<file path="src/hw/rtl/bucketed_hash_map_engine_unit_assert.svh">
// Assertion macros for the bucketed hash map engine
`ifndef BUCKETED_HASH_MAP_ENGINE_UNIT_ASSERT_SVH
`define BUCKETED_HASH_MAP_ENGINE_UNIT_ASSERT_SVH
`ifndef SYNTHESIS
`define BHM_ASSERT_NOW(name, pre, post) \
    name: assert property (@(posedge clk) disable iff (!rst_n) (pre) |-> (post)) \
        else $error("bhm assertion failed");
`define BHM_ASSERT_NEXT(name, pre, post) \
    name: assert property (@(posedge clk) disable iff (!rst_n) (pre) |=> (post)) \
        else $error("bhm assertion failed");
`else
`define BHM_ASSERT_NOW(name, pre, post)
`define BHM_ASSERT_NEXT(name, pre, post)
`endif
`endif

</file>
<file path="src/hw/rtl/bhm_pkg.sv">
// Package: types, sizes and codes of the bucketed hash map engine
`timescale 1ns / 1ps
package bhm_pkg;
    localparam int MAX_BUCKETS    = 256;
    localparam int SLOTS_PER_NODE = 4;
    localparam int POOL_NODES     = 256;
    localparam int NODE_TOTAL     = MAX_BUCKETS + POOL_NODES;
    localparam int SLOT_TOTAL     = NODE_TOTAL * SLOTS_PER_NODE;
    localparam int NODE_W         = $clog2(NODE_TOTAL);
    localparam int HEAD_W         = $clog2(MAX_BUCKETS);
    localparam int SLOT_W         = $clog2(SLOTS_PER_NODE);
    localparam int FILL_W         = SLOT_W + 1;
    localparam int SADDR_W        = NODE_W + SLOT_W;
    localparam int BC_W           = 9;
    localparam int META_W         = FILL_W + NODE_W;
    localparam int DATA_W         = 32;
    localparam int MOD_BITS       = 4;
    localparam int MOD_STEPS      = DATA_W / MOD_BITS;
    localparam int MOD_CNT_W      = $clog2(MOD_STEPS);

    localparam logic [1:0] CMD_ADD   = 2'd0;
    localparam logic [1:0] CMD_GET   = 2'd1;
    localparam logic [1:0] CMD_START = 2'd2;
    localparam logic [1:0] CMD_NEXT  = 2'd3;

    localparam logic [2:0] ST_INSERTED  = 3'd0;
    localparam logic [2:0] ST_REPLACED  = 3'd1;
    localparam logic [2:0] ST_FOUND     = 3'd2;
    localparam logic [2:0] ST_NOT_FOUND = 3'd3;
    localparam logic [2:0] ST_FULL      = 3'd4;
    localparam logic [2:0] ST_ENTRY     = 3'd5;
    localparam logic [2:0] ST_EMPTY     = 3'd6;

    typedef struct packed {
        logic [1:0]        command;
        logic [DATA_W-1:0] key;
        logic [DATA_W-1:0] value;
    } cmd_t;

    typedef struct packed {
        logic [2:0]        status;
        logic [DATA_W-1:0] key_out;
        logic [DATA_W-1:0] value_out;
        logic              more_entries;
    } rsp_t;

    typedef struct packed {
        logic              start;
        logic [DATA_W-1:0] dividend;
        logic [BC_W-1:0]   divisor;
    } mod_req_t;

    typedef struct packed {
        logic              done;
        logic [BC_W-1:0]   rem;
    } mod_rsp_t;
endpackage

</file>
<file path="src/hw/rtl/bhm_mod_unit.sv">
// Iterative remainder unit: restoring division, a few quotient bits a cycle
`timescale 1ns / 1ps
module bhm_mod_unit (
    input  logic              clk,
    input  logic              rst_n,
    input  bhm_pkg::mod_req_t req,
    output bhm_pkg::mod_rsp_t rsp
);
    logic [bhm_pkg::DATA_W-1:0]    q_reg, q_next;
    logic [bhm_pkg::BC_W-1:0]      r_reg, r_next;
    logic [bhm_pkg::BC_W-1:0]      d_reg, d_next;
    logic [bhm_pkg::MOD_CNT_W-1:0] cnt_reg, cnt_next;
    logic                          busy_reg, busy_next;
    logic                          done_reg, done_next;

    always_comb
    begin
        logic [bhm_pkg::BC_W-1:0] r;
        logic [bhm_pkg::DATA_W-1:0] q;
        q_next    = q_reg;
        r_next    = r_reg;
        d_next    = d_reg;
        cnt_next  = cnt_reg;
        busy_next = busy_reg;
        done_next = 1'b0;
        r = r_reg;
        q = q_reg;
        if (req.start)
        begin
            q_next    = req.dividend;
            r_next    = '0;
            d_next    = req.divisor;
            cnt_next  = '0;
            busy_next = 1'b1;
        end
        else if (busy_reg)
        begin
            // remainder stays below the divisor, so its top bit is free
            for (int i = 0; i < bhm_pkg::MOD_BITS; i++)
            begin
                r = {r[bhm_pkg::BC_W-2:0], q[bhm_pkg::DATA_W-1]};
                q = {q[bhm_pkg::DATA_W-2:0], 1'b0};
                if (r >= d_reg)
                begin
                    r = r - d_reg;
                end
            end
            q_next   = q;
            r_next   = r;
            cnt_next = cnt_reg + 1'b1;
            if (cnt_reg == bhm_pkg::MOD_CNT_W'(bhm_pkg::MOD_STEPS - 1))
            begin
                busy_next = 1'b0;
                done_next = 1'b1;
            end
        end
    end

    always_ff @(posedge clk or negedge rst_n)
    begin
        if (!rst_n)
        begin
            busy_reg <= 1'b0;
            done_reg <= 1'b0;
            cnt_reg  <= '0;
        end
        else
        begin
            busy_reg <= busy_next;
            done_reg <= done_next;
            cnt_reg  <= cnt_next;
        end
    end

    always_ff @(posedge clk)
    begin
        q_reg <= q_next;
        r_reg <= r_next;
        d_reg <= d_next;
    end

    assign rsp.done = done_reg;
    assign rsp.rem  = r_reg;
endmodule

</file>
<file path="config.mk">
export PLATFORM = sky130hd
export DESIGN_NAME = bhm_mod_unit
export DESIGN_NICKNAME = d
export VERILOG_FILES = /design/src/hw/rtl/bucketed_hash_map_engine_unit_assert.svh /design/src/hw/rtl/bhm_pkg.sv /design/src/hw/rtl/bhm_mod_unit.sv
export SDC_FILE = /design/constraint.sdc
export NUM_CORES = 1
export LEC_CHECK = 0
export ABC_AREA = 1
export BUFFER_PORTS_ARGS = -buffer_cell sky130_fd_sc_hd__buf_2
export CORE_MARGIN = 5
export CORE_UTILIZATION = 49
export CTS_CLUSTER_SIZE = 30
export DETAILED_ROUTE_END_ITERATION = 10
export PLACE_DENSITY = 0.76
export SYNTH_ARGS = -nofsm -noshare
export SYNTH_HDL_FRONTEND = slang
export SYNTH_SLANG_ARGS = --single-unit
export TNS_END_PERCENT = 100
</file>
<file path="constraint.sdc">
create_clock -name clk -period 11.01 [get_ports clk]
set_input_delay 2.202 -clock clk [delete_from_list [all_inputs] [get_ports clk]]
set_output_delay 2.202 -clock clk [all_outputs]
set_load 0.005 [all_outputs]
</file>
==> impl_metrics.tcl, run 1 <==
set metrics [dict create \
    cts_hold_buffers 0 \
    start_kind "flop" \
    wire_per_inst_um 14.38 \
    antennaDiodeCount 0 \
    dr.pass1.iters 4 \
    drc 0 \
    synth_common_cells "216 x nand2_1, 70 x inv_1, 41 x edfxtp_1" \
    r2r_slack_ns 4.41 \
    status "complete, no violations" \
    cp.required_ns 11.26 \
    antenna_found_initial 0 \
    yosysTopAreaCell "edfxtp_1" \
    ys_types 41 \
    synth_top_flop_cell "edfxtp_1" \
    root_buffer "clkbuf_8" \
    synthesis.nets 646 \
    yosys.area.top_type_share_pct 28.81 \
    crit_slowest_cell "fa_1" \
    yosysSeqAreaShare_pct 35.96 \
    grt_first_pass_wirelength_um 17460 \
    cts_sinks 55 \
    pre_cts_ws_ns 4.512 \
    finalSetupTns_ns 0 \
    synthToLayoutAreaGrowth_pct 10.83 \
    layout.cells.non_filler 720 \
    worstSetupEndpoint "r_reg[8]" \
    min_period_ns 6.596 \
    h-tree-depth 2 \
    grt_pass1_vias 3785 \
    final_layout_size_suffix_gt1_share_pct 16.01 \
    nFillCells 832 \
    postRouteAntennaNets 0 \
    synth.most_common_cell "nand2_1" \
    routabilityCongestion 0.9542 \
    nets 697 \
    setup_viol 0 \
    cts_max_path_buffers 2 \
    dp.cells 712 \
    clk_pin_slew_ns 0.09 \
    die_y_um 103.4 \
    cp.arrival_ns 6.85 \
    portBuffers 53 \
    endpoint_kind "flop" \
    cts_buffers 5 \
    clk_latency_ns 0.31 \
    initial_utilization_pct 49.72 \
    cp-startpoint "q_reg[31]" \
    cts_tree "done" \
    min_path_type "flop to flop" \
    rows 34 \
    wl_um 10360 \
    overflow 0 \
    hold_viol 0 \
    dp_hpwl_um 8313 \
    skew_ns 0.006962 \
    r2r-end "r_reg[8]" \
    viasPerCell 5.278 \
    cts.repair.resized 0 \
    slew_headroom_pct 40.09 \
    ys_seq_elements 55 \
    final_max_slew_viol_count 0 \
    fin_crit_sh_pct 59.91 \
    core_area_sq_um 8593 \
    syn_area_per_cell_sq_um 7.630 \
    worst-r2r-cell-count 42 \
    post_cts_buffers 0 \
    ys_warn_count 0 \
    fin_util_pct 55.11 \
    rsz0062_at_grt "false" \
    synth.cell_area_sq_um 4273 \
    syn_inst 560 \
    max_slew.worst_pin.slew_ns 0.8953 \
    dieWidth_um 103.4 \
    via_count 3800 \
    synth_edf_count 41 \
    yosys-top-cells-area "edfxtp_1 29%, nand2_1 19%, ha_1 11%" \
    largest_reg_flops 32 \
    criticalPathCategory "flop to flop" \
    boundaryPins 54 \
    track_usage_pct 20.62 \
    async_flop_share_pct 9.091 \
    cp_common_cell "nand2_1" \
    grt_max_degree 47 \
    drt_iter0_drc 201 \
    dieArea_sq_um 10690 \
    cap_viol_max_count 0 \
    setup_slack_ns 4.414 \
    critPathMaxStageDelay_ns 0.43 \
    max_clock_freq_mhz 151.6 \
    r2r_start "q_reg[31]" \
    cp_max_fo 11 \
]
cell usage in the layout, fill, tap and decap left out, types with 2 or more instances in the layout:
master    instances
a21o_1            2
a21oi_1          28
a21oi_2           4
a22o_1            2
a31oi_1           3
buf_2            53
clkbuf_8          5
dfrtp_1           5
dfxtp_1           9
edfxtp_1         41
fa_1              4
ha_1             38
inv_1            70
inv_2             2
nand2_1         216
nand2_2           8
nand2_4           2
nand3_1          31
nand3_2           5
nand3b_1          2
nand4_1           6
nor2_1           22
nor2_4            3
nor3_2            3
o211ai_1          2
o21ai_0          10
o21bai_1          2
or2_2             4
xnor2_1           6
xor2_1           11
worst min-delay path by stage:
stage                   from        to  slack [ns]  cells past startpoint
floorplan           r_reg[8]  r_reg[8]        0.45                      2
global placement    r_reg[7]  r_reg[7]        0.47                      2
detailed placement  r_reg[8]  r_reg[8]        0.48                      2
CTS                 r_reg[7]  r_reg[7]        0.49                      2
global route        r_reg[8]  r_reg[8]        0.53                      2
finish              r_reg[8]  r_reg[8]        0.48                      2
per-layer routing:
| layer | track usage [%] | wire length [um] |
|---|---|---|
| met2 | 35.54 | 4940 |
| met4 | 6.574 | 301 |
| met5 | 0 | 0 |
| met3 | 4.158 | 599 |
| met1 | 25.92 | 4515 |
critical path: cells and delay by family (launching register included):
family                   cells  cell delay, ns
XOR/XNOR                     1            0.19
AO/OA/AOI/OAI                7            1.43
AND/OR/NAND/NOR             22            2.27
flip-flops                   1            0.41
buffers and inverters        7            0.72
adder cells (fa/ha/maj)      5            1.51
final cells by class:
cell class	count	area [sq um]	area share, %
clock buffer	5	68.82	1.453
clock inverter	3	38.79	0.8190
inverter	73	276.5	5.839
multi-input combinational	422	2407	50.83
sequential	55	1536	32.44
tap	108	135.1	2.853
timing repair buffer	54	272.8	5.760
cells by family after synthesis:
| kind of cell | share of synthesized area [%] |
|---|---|
| xor+xnor | 3.485 |
| simple gates | 31.92 |
| buf+inv | 7.701 |
| compound gates | 7.935 |
| fa+ha+maj | 13.00 |
| flops | 35.96 |
per-stage QoR:
step / area [sq um] / hold slack (ns)
CTS: 4736 / 0.4944
finish: 4736 / 0.4824
floorplan: 4273 / 0.4461
global route: 4736 / 0.5298
detailed placement: 4628 / 0.4758
global placement: 4628 / 0.4743
Power of run 1 is left out: the tool's default activity adds up to more than one toggle a clock period on the data nets, which glitch-free logic cannot reach.
==> inputs of run 2 (changes only) <==
--- a/config.mk
+++ b/config.mk
@@ -5,13 +5,13 @@
 export SDC_FILE = /design/constraint.sdc
 export NUM_CORES = 1
 export LEC_CHECK = 0
-export ABC_AREA = 1
+export ABC_AREA = 0
 export BUFFER_PORTS_ARGS = -buffer_cell sky130_fd_sc_hd__buf_2
 export CORE_MARGIN = 5
 export CORE_UTILIZATION = 49
 export CTS_CLUSTER_SIZE = 30
 export DETAILED_ROUTE_END_ITERATION = 10
-export PLACE_DENSITY = 0.76
+export PLACE_DENSITY = 0.79
 export SYNTH_ARGS = -nofsm -noshare
 export SYNTH_HDL_FRONTEND = slang
 export SYNTH_SLANG_ARGS = --single-unit
==> constraint.sdc (replaced) <==
create_clock -name clk -period 5.5 [get_ports clk]
set_input_delay 1.1 -clock clk [delete_from_list [all_inputs] [get_ports clk]]
set_output_delay 1.1 -clock clk [all_outputs]
set_load 0.005 [all_outputs]
==> impl_metrics.tcl, run 2 <==
set metrics [dict create \
    grt_first_pass_wirelength_um 25740 \
    syn_area_per_cell_sq_um 10.36 \
    yosysSeqAreaShare_pct 37.27 \
    yosys.area.top_type_share_pct 29.86 \
    ys_warn_count 0 \
    grtUsageMet3_pct 6.061 \
    r2r_start "d_reg[0]" \
    rsz0062_at_grt "true" \
    cts_buffers 5 \
    mostFrequentLayoutCells "159 x buf_4, 53 x buf_2, 41 x edfxtp_1" \
    ys_seq_elements 55 \
    fin_crit_sh_pct 123.9 \
    min_period_ns 6.812 \
    dieWidth_um 101.7 \
    yosys-top-cells-area "edfxtp_1 30%, ha_1 12%, mux2_2 8.7%" \
    min_path_type "flop to flop" \
    ys_types 65 \
    overflow 0 \
    root_buffer "clkbuf_8" \
    critPathMaxStageDelay_ns 0.51 \
    cts_tree "done" \
    pre_cts_ws_ns -0.9685 \
    cap_viol_max_count 0 \
    drc 0 \
    async_flop_share_pct 9.091 \
    hold_start "cnt_reg[1]" \
    final_layout_size_suffix_gt1_share_pct 61.99 \
    rows 33 \
    start_kind "flop" \
    initial_utilization_pct 50.18 \
    busiest_layer "met2" \
    crit_slowest_cell "edfxtp_1" \
    worstHoldPathCells 2 \
    wl_um 19140 \
    h-tree-depth 2 \
    clk_latency_ns 0.34 \
    antennaDiodeCount 0 \
    drt_iter0_drc 579 \
    die_y_um 101.7 \
    setup_slack_ns -1.312 \
    criticalPathCategory "flop to flop" \
    globalRouteMet2Util_pct 56.74 \
    boundaryPins 54 \
    viasPerCell 6.545 \
    track_usage_pct 32.99 \
    grt_max_degree 49 \
    status "complete, but fails checks" \
    cp_max_fo 5 \
    dp_hpwl_um 9603 \
    r2r-end "r_reg[2]" \
    postRouteAntennaNets 0 \
    endpoint_kind "flop" \
    cp.arrival_ns 7.05 \
    cp.required_ns 5.74 \
    cts_max_path_buffers 2 \
    dr.pass1.iters 5 \
    syn_inst 398 \
    dieArea_sq_um 10350 \
    worst-r2r-cell-count 32 \
    hold_end "cnt_reg[1]" \
    synth_edf_count 41 \
    setup_viol 9 \
    slew_headroom_pct 29.04 \
    core_area_sq_um 8217 \
    synth_top_flop_cell "edfxtp_1" \
    hold_viol 0 \
    max_clock_freq_mhz 146.8 \
    synth.cell_area_sq_um 4123 \
    portBuffers 53 \
    nets 698 \
    final_max_slew_viol_count 0 \
    synth_common_cells "41 x edfxtp_1, 38 x ha_1, 32 x mux2_2" \
    violations "negative setup slack" \
    cp-startpoint "d_reg[0]" \
    yosysTopAreaCell "edfxtp_1" \
    final_common_cell "buf_4" \
    grtUsageMet1_pct 36.49 \
    via_count 4699 \
    cts_hold_buffers 0 \
    routabilityCongestion 0.9803 \
    largest_reg_flops 32 \
    wire_per_inst_um 26.66 \
    synthesis.nets 484 \
    clk_pin_slew_ns 0.11 \
    cts_sinks 55 \
    r2r_slack_ns -1.31 \
    skew_ns 0.01716 \
    synth.most_common_cell "edfxtp_1" \
    fin_area_sq_um 6619 \
    grt_pass1_vias 4856 \
    synthToLayoutAreaGrowth_pct 60.55 \
    placed_cell_area_sq_um 5622 \
    antenna_found_initial 0 \
    max_slew.worst_pin.slew_ns 1.064 \
]
run 2: changes by cell type after synthesis, sizes merged, moves of 5 or more:
cell    change
nand2     -212
mux2       +34
inv        -42
a211oi      +5
a21oi      -13
a21o        +8
o21ai      +12
xor2        -8
xnor2       +9
a31oi       +6
o21a       +10
nand2b      +5
nor2b       +5
nand3      -22
run 2: repair_timing:
item / 4_1_cts / 5_1_grt
endpoints found under the setup margin: 9 / 9
cloned: 1 / 0
gates resized for setup: 84 / 29
pin swaps: 47 / 32
setup buffers: 30 / 12
run 2: per-stage QoR:
step / hold WS (ns) / util, % / setup TNS, ns / cells
after detailed placement: 0.5249 / 68.42 / -8.295 / 668
after floorplan: 0.4905 / - / -2.658 / 398
after global placement: 0.5076 / 68.42 / -6.963 / 668
after global routing: 0.5710 / 80.55 / -12.29 / 718
after CTS: 0.5466 / 77.89 / -4.680 / 706
final: 0.5498 / 80.55 / -11.18 / 718
run 2: how the worst max path moves through the flow:
stage	to	slack, ns	depth (start not counted)
after floorplan	r_reg[2]	-0.41	31
after global routing	r_reg[7]	-1.42	31
after detailed placement	r_reg[4]	-0.97	30
final	r_reg[2]	-1.31	32
after global placement	r_reg[8]	-0.82	31
after CTS	r_reg[2]	-0.55	31
run 2: critical path, delay by kind of cell (launching register included):
| family | cells | cell delay, ns |
|---|---|---|
| flops | 1 | 0.51 |
| compound gates | 12 | 2.49 |
| mux | 1 | 0.35 |
| fa+ha+maj | 5 | 1.37 |
| simple gates | 7 | 1.05 |
| xor+xnor | 2 | 0.38 |
| buf+inv | 5 | 0.56 |
run 2: kinds of logic (layout without fill, tap and decap cells):
kind of cell	Yosys count	count (layout)	share of synthesized area, %
AOI/OAI and AO/OA	110	111	19.39
xor gates and xnor gates	18	18	3.824
buffers and inverters	42	256	3.945
and+or+nand+nor	93	93	11.56
muxes	38	38	10.53
adders and majority gates	42	42	13.48
DFF	55	55	37.27
run 2: area by class of cell:
cell class / instances / area [sq um]
repair buffers: 216 / 1504
fillers: 400 / 1598
clock inverters: 3 / 20.02
inverters: 32 / 125.1
clock buffers: 5 / 68.82
multi-input cells: 302 / 3233
flip-flops and latches: 55 / 1536
well taps: 105 / 131.4
run 2: metal layers:
layer / vias to the layer above / part of all wire [%]
li1: 1922 / -
met1: 2167 / 32
met2: 426 / 46
met3: 184 / 11
met4: 0 / 10
met5: - / 0
Power of run 2 is left out for the same reason.
==> inputs of run 3 (changes only) <==
--- a/config.mk
+++ b/config.mk
@@ -7,6 +7,7 @@
 export LEC_CHECK = 0
 export ABC_AREA = 0
 export BUFFER_PORTS_ARGS = -buffer_cell sky130_fd_sc_hd__buf_2
+export CORE_ASPECT_RATIO = 1.4
 export CORE_MARGIN = 5
 export CORE_UTILIZATION = 49
 export CTS_CLUSTER_SIZE = 30
==> impl_metrics.tcl, run 3 (synthesized netlist as in run 2, its figures left out) <==
set metrics [dict create \
    largest_reg_flops 32 \
    max_clock_freq_mhz 152.1 \
    wire_per_inst_um 23.42 \
    mostFrequentLayoutCells "152 x buf_4, 53 x buf_2, 41 x edfxtp_1" \
    wl_um 16680 \
    cts_sinks 55 \
    dieArea_sq_um 10370 \
    min_period_ns 6.577 \
    setup_slack_ns -1.077 \
    cp-startpoint "d_reg[3]" \
    rsz0062_at_grt "true" \
    cts_buffers 5 \
    grt_pass1_vias 4844 \
    min_path_type "flop to flop" \
    cts_hold_buffers 0 \
    grt_max_degree 47 \
    grt_first_pass_wirelength_um 24600 \
    hold_start "q_reg[15]" \
    cp.required_ns 5.76 \
    nets 695 \
    violations "negative setup slack" \
    final_max_slew_viol_count 0 \
    synthToLayoutAreaGrowth_pct 62.64 \
    core_area_sq_um 8198 \
    r2r-end "r_reg[7]" \
    final_common_cell "buf_4" \
    finalSetupTns_ns -9.135 \
    fin_crit_sh_pct 119.6 \
    multi_input_area_sq_um 3268 \
    ff_latch_area_sq_um 1539 \
    criticalPathCategory "flop to flop" \
    dieWidth_um 87.52 \
    critPathMaxStageDelay_ns 0.39 \
    endpoint_kind "flop" \
    hold_end "q_reg[19]" \
    portBuffers 53 \
    max_slew.worst_pin.slew_ns 0.7038 \
    rows 39 \
    clk_latency_ns 0.30 \
    drt_iter0_drc 478 \
    root_buffer "clkbuf_16" \
    overflow 0 \
    setup_viol 9 \
    skew_ns 0.008697 \
    clk_pin_slew_ns 0.08 \
    worstHoldPathCells 1 \
    antennaDiodeCount 0 \
    h-tree-depth 2 \
    cts_tree "done" \
    cp_max_fo 5 \
    cp.arrival_ns 6.83 \
    routabilityCongestion 0.9670 \
    status "complete, but fails checks" \
    dp_hpwl_um 10120 \
    r2r_start "d_reg[3]" \
    drc 0 \
    start_kind "flop" \
    cap_viol_max_count 0 \
    final_layout_size_suffix_gt1_share_pct 62.30 \
    worst-r2r-cell-count 33 \
    hold_viol 0 \
    antenna_found_initial 0 \
    die_y_um 118.5 \
    initial_utilization_pct 50.29 \
    postRouteAntennaNets 0 \
    track_usage_pct 31.05 \
    viasPerCell 6.381 \
    dr.pass1.iters 5 \
    slew_headroom_pct 53.08 \
    nFillCells 389 \
    via_count 4543 \
    boundaryPins 54 \
    r2r_slack_ns -1.08 \
    cts_max_path_buffers 2 \
    crit_slowest_cell "edfxtp_1" \
]
-- run 3: what timing repair did --
item / in CTS / in global routing
gates resized for setup: 97 / 26
pin swaps: 58 / 27
setup buffers: 28 / 10
cloned: 1 / 0
endpoints found under the setup margin: 9 / 9
hold endpoints to repair: 0 / 0
-- run 3: area by class of cell --
type | instances | share of cell area [%]
clock buffers | 5 | 1.866
clock inverters | 3 | 0.3919
inverters | 32 | 1.829
multi-input cells | 302 | 48.74
flip-flops and latches | 55 | 22.95
well taps | 102 | 1.903
repair buffers | 213 | 22.32
-- run 3: worst max-delay path by stage --
stage | to | cells after the start
global placement | r_reg[5] | 28
finish | r_reg[7] | 33
floorplan | r_reg[2] | 31
CTS | r_reg[5] | 30
detailed placement | r_reg[5] | 31
global route | r_reg[7] | 35
-- run 3: stage by stage --
| stage | worst slack [ns] | std cells | hold WS [ns] | cell area [sq um] | utilization [%] |
|---|---|---|---|---|---|
| after floorplan | -0.4116 | 398 | 0.4905 | 4368 | - |
| after global placement | -0.7225 | 665 | 0.5095 | 5618 | 68.53 |
| after detailed placement | -0.9340 | 665 | 0.5360 | 5618 | 68.53 |
| after CTS | -0.5711 | 702 | 0.5574 | 6523 | 79.56 |
| after global routing | -1.219 | 712 | 0.5750 | 6705 | 81.79 |
| final | -1.077 | 712 | 0.5535 | 6705 | 81.79 |
-- run 3: metal layers --
metal	global-route usage (%)	part of all wire [%]
met1	32.98	34
met2	51.37	49
met3	6.889	8.7
met4	24.76	9.0
met5	0	0
-- run 3: worst max-delay path: cells and delay by family (launching register included) --
family,cells,cell delay [ns]
buffers and inverters,6,0.84
multiplexers,1,0.38
AND/OR/NAND/NOR,9,1.27
AO/OA/AOI/OAI,13,2.41
adder cells (fa/ha/maj),4,1.21
flip-flops,1,0.39
Power of run 3 is left out for the same reason.
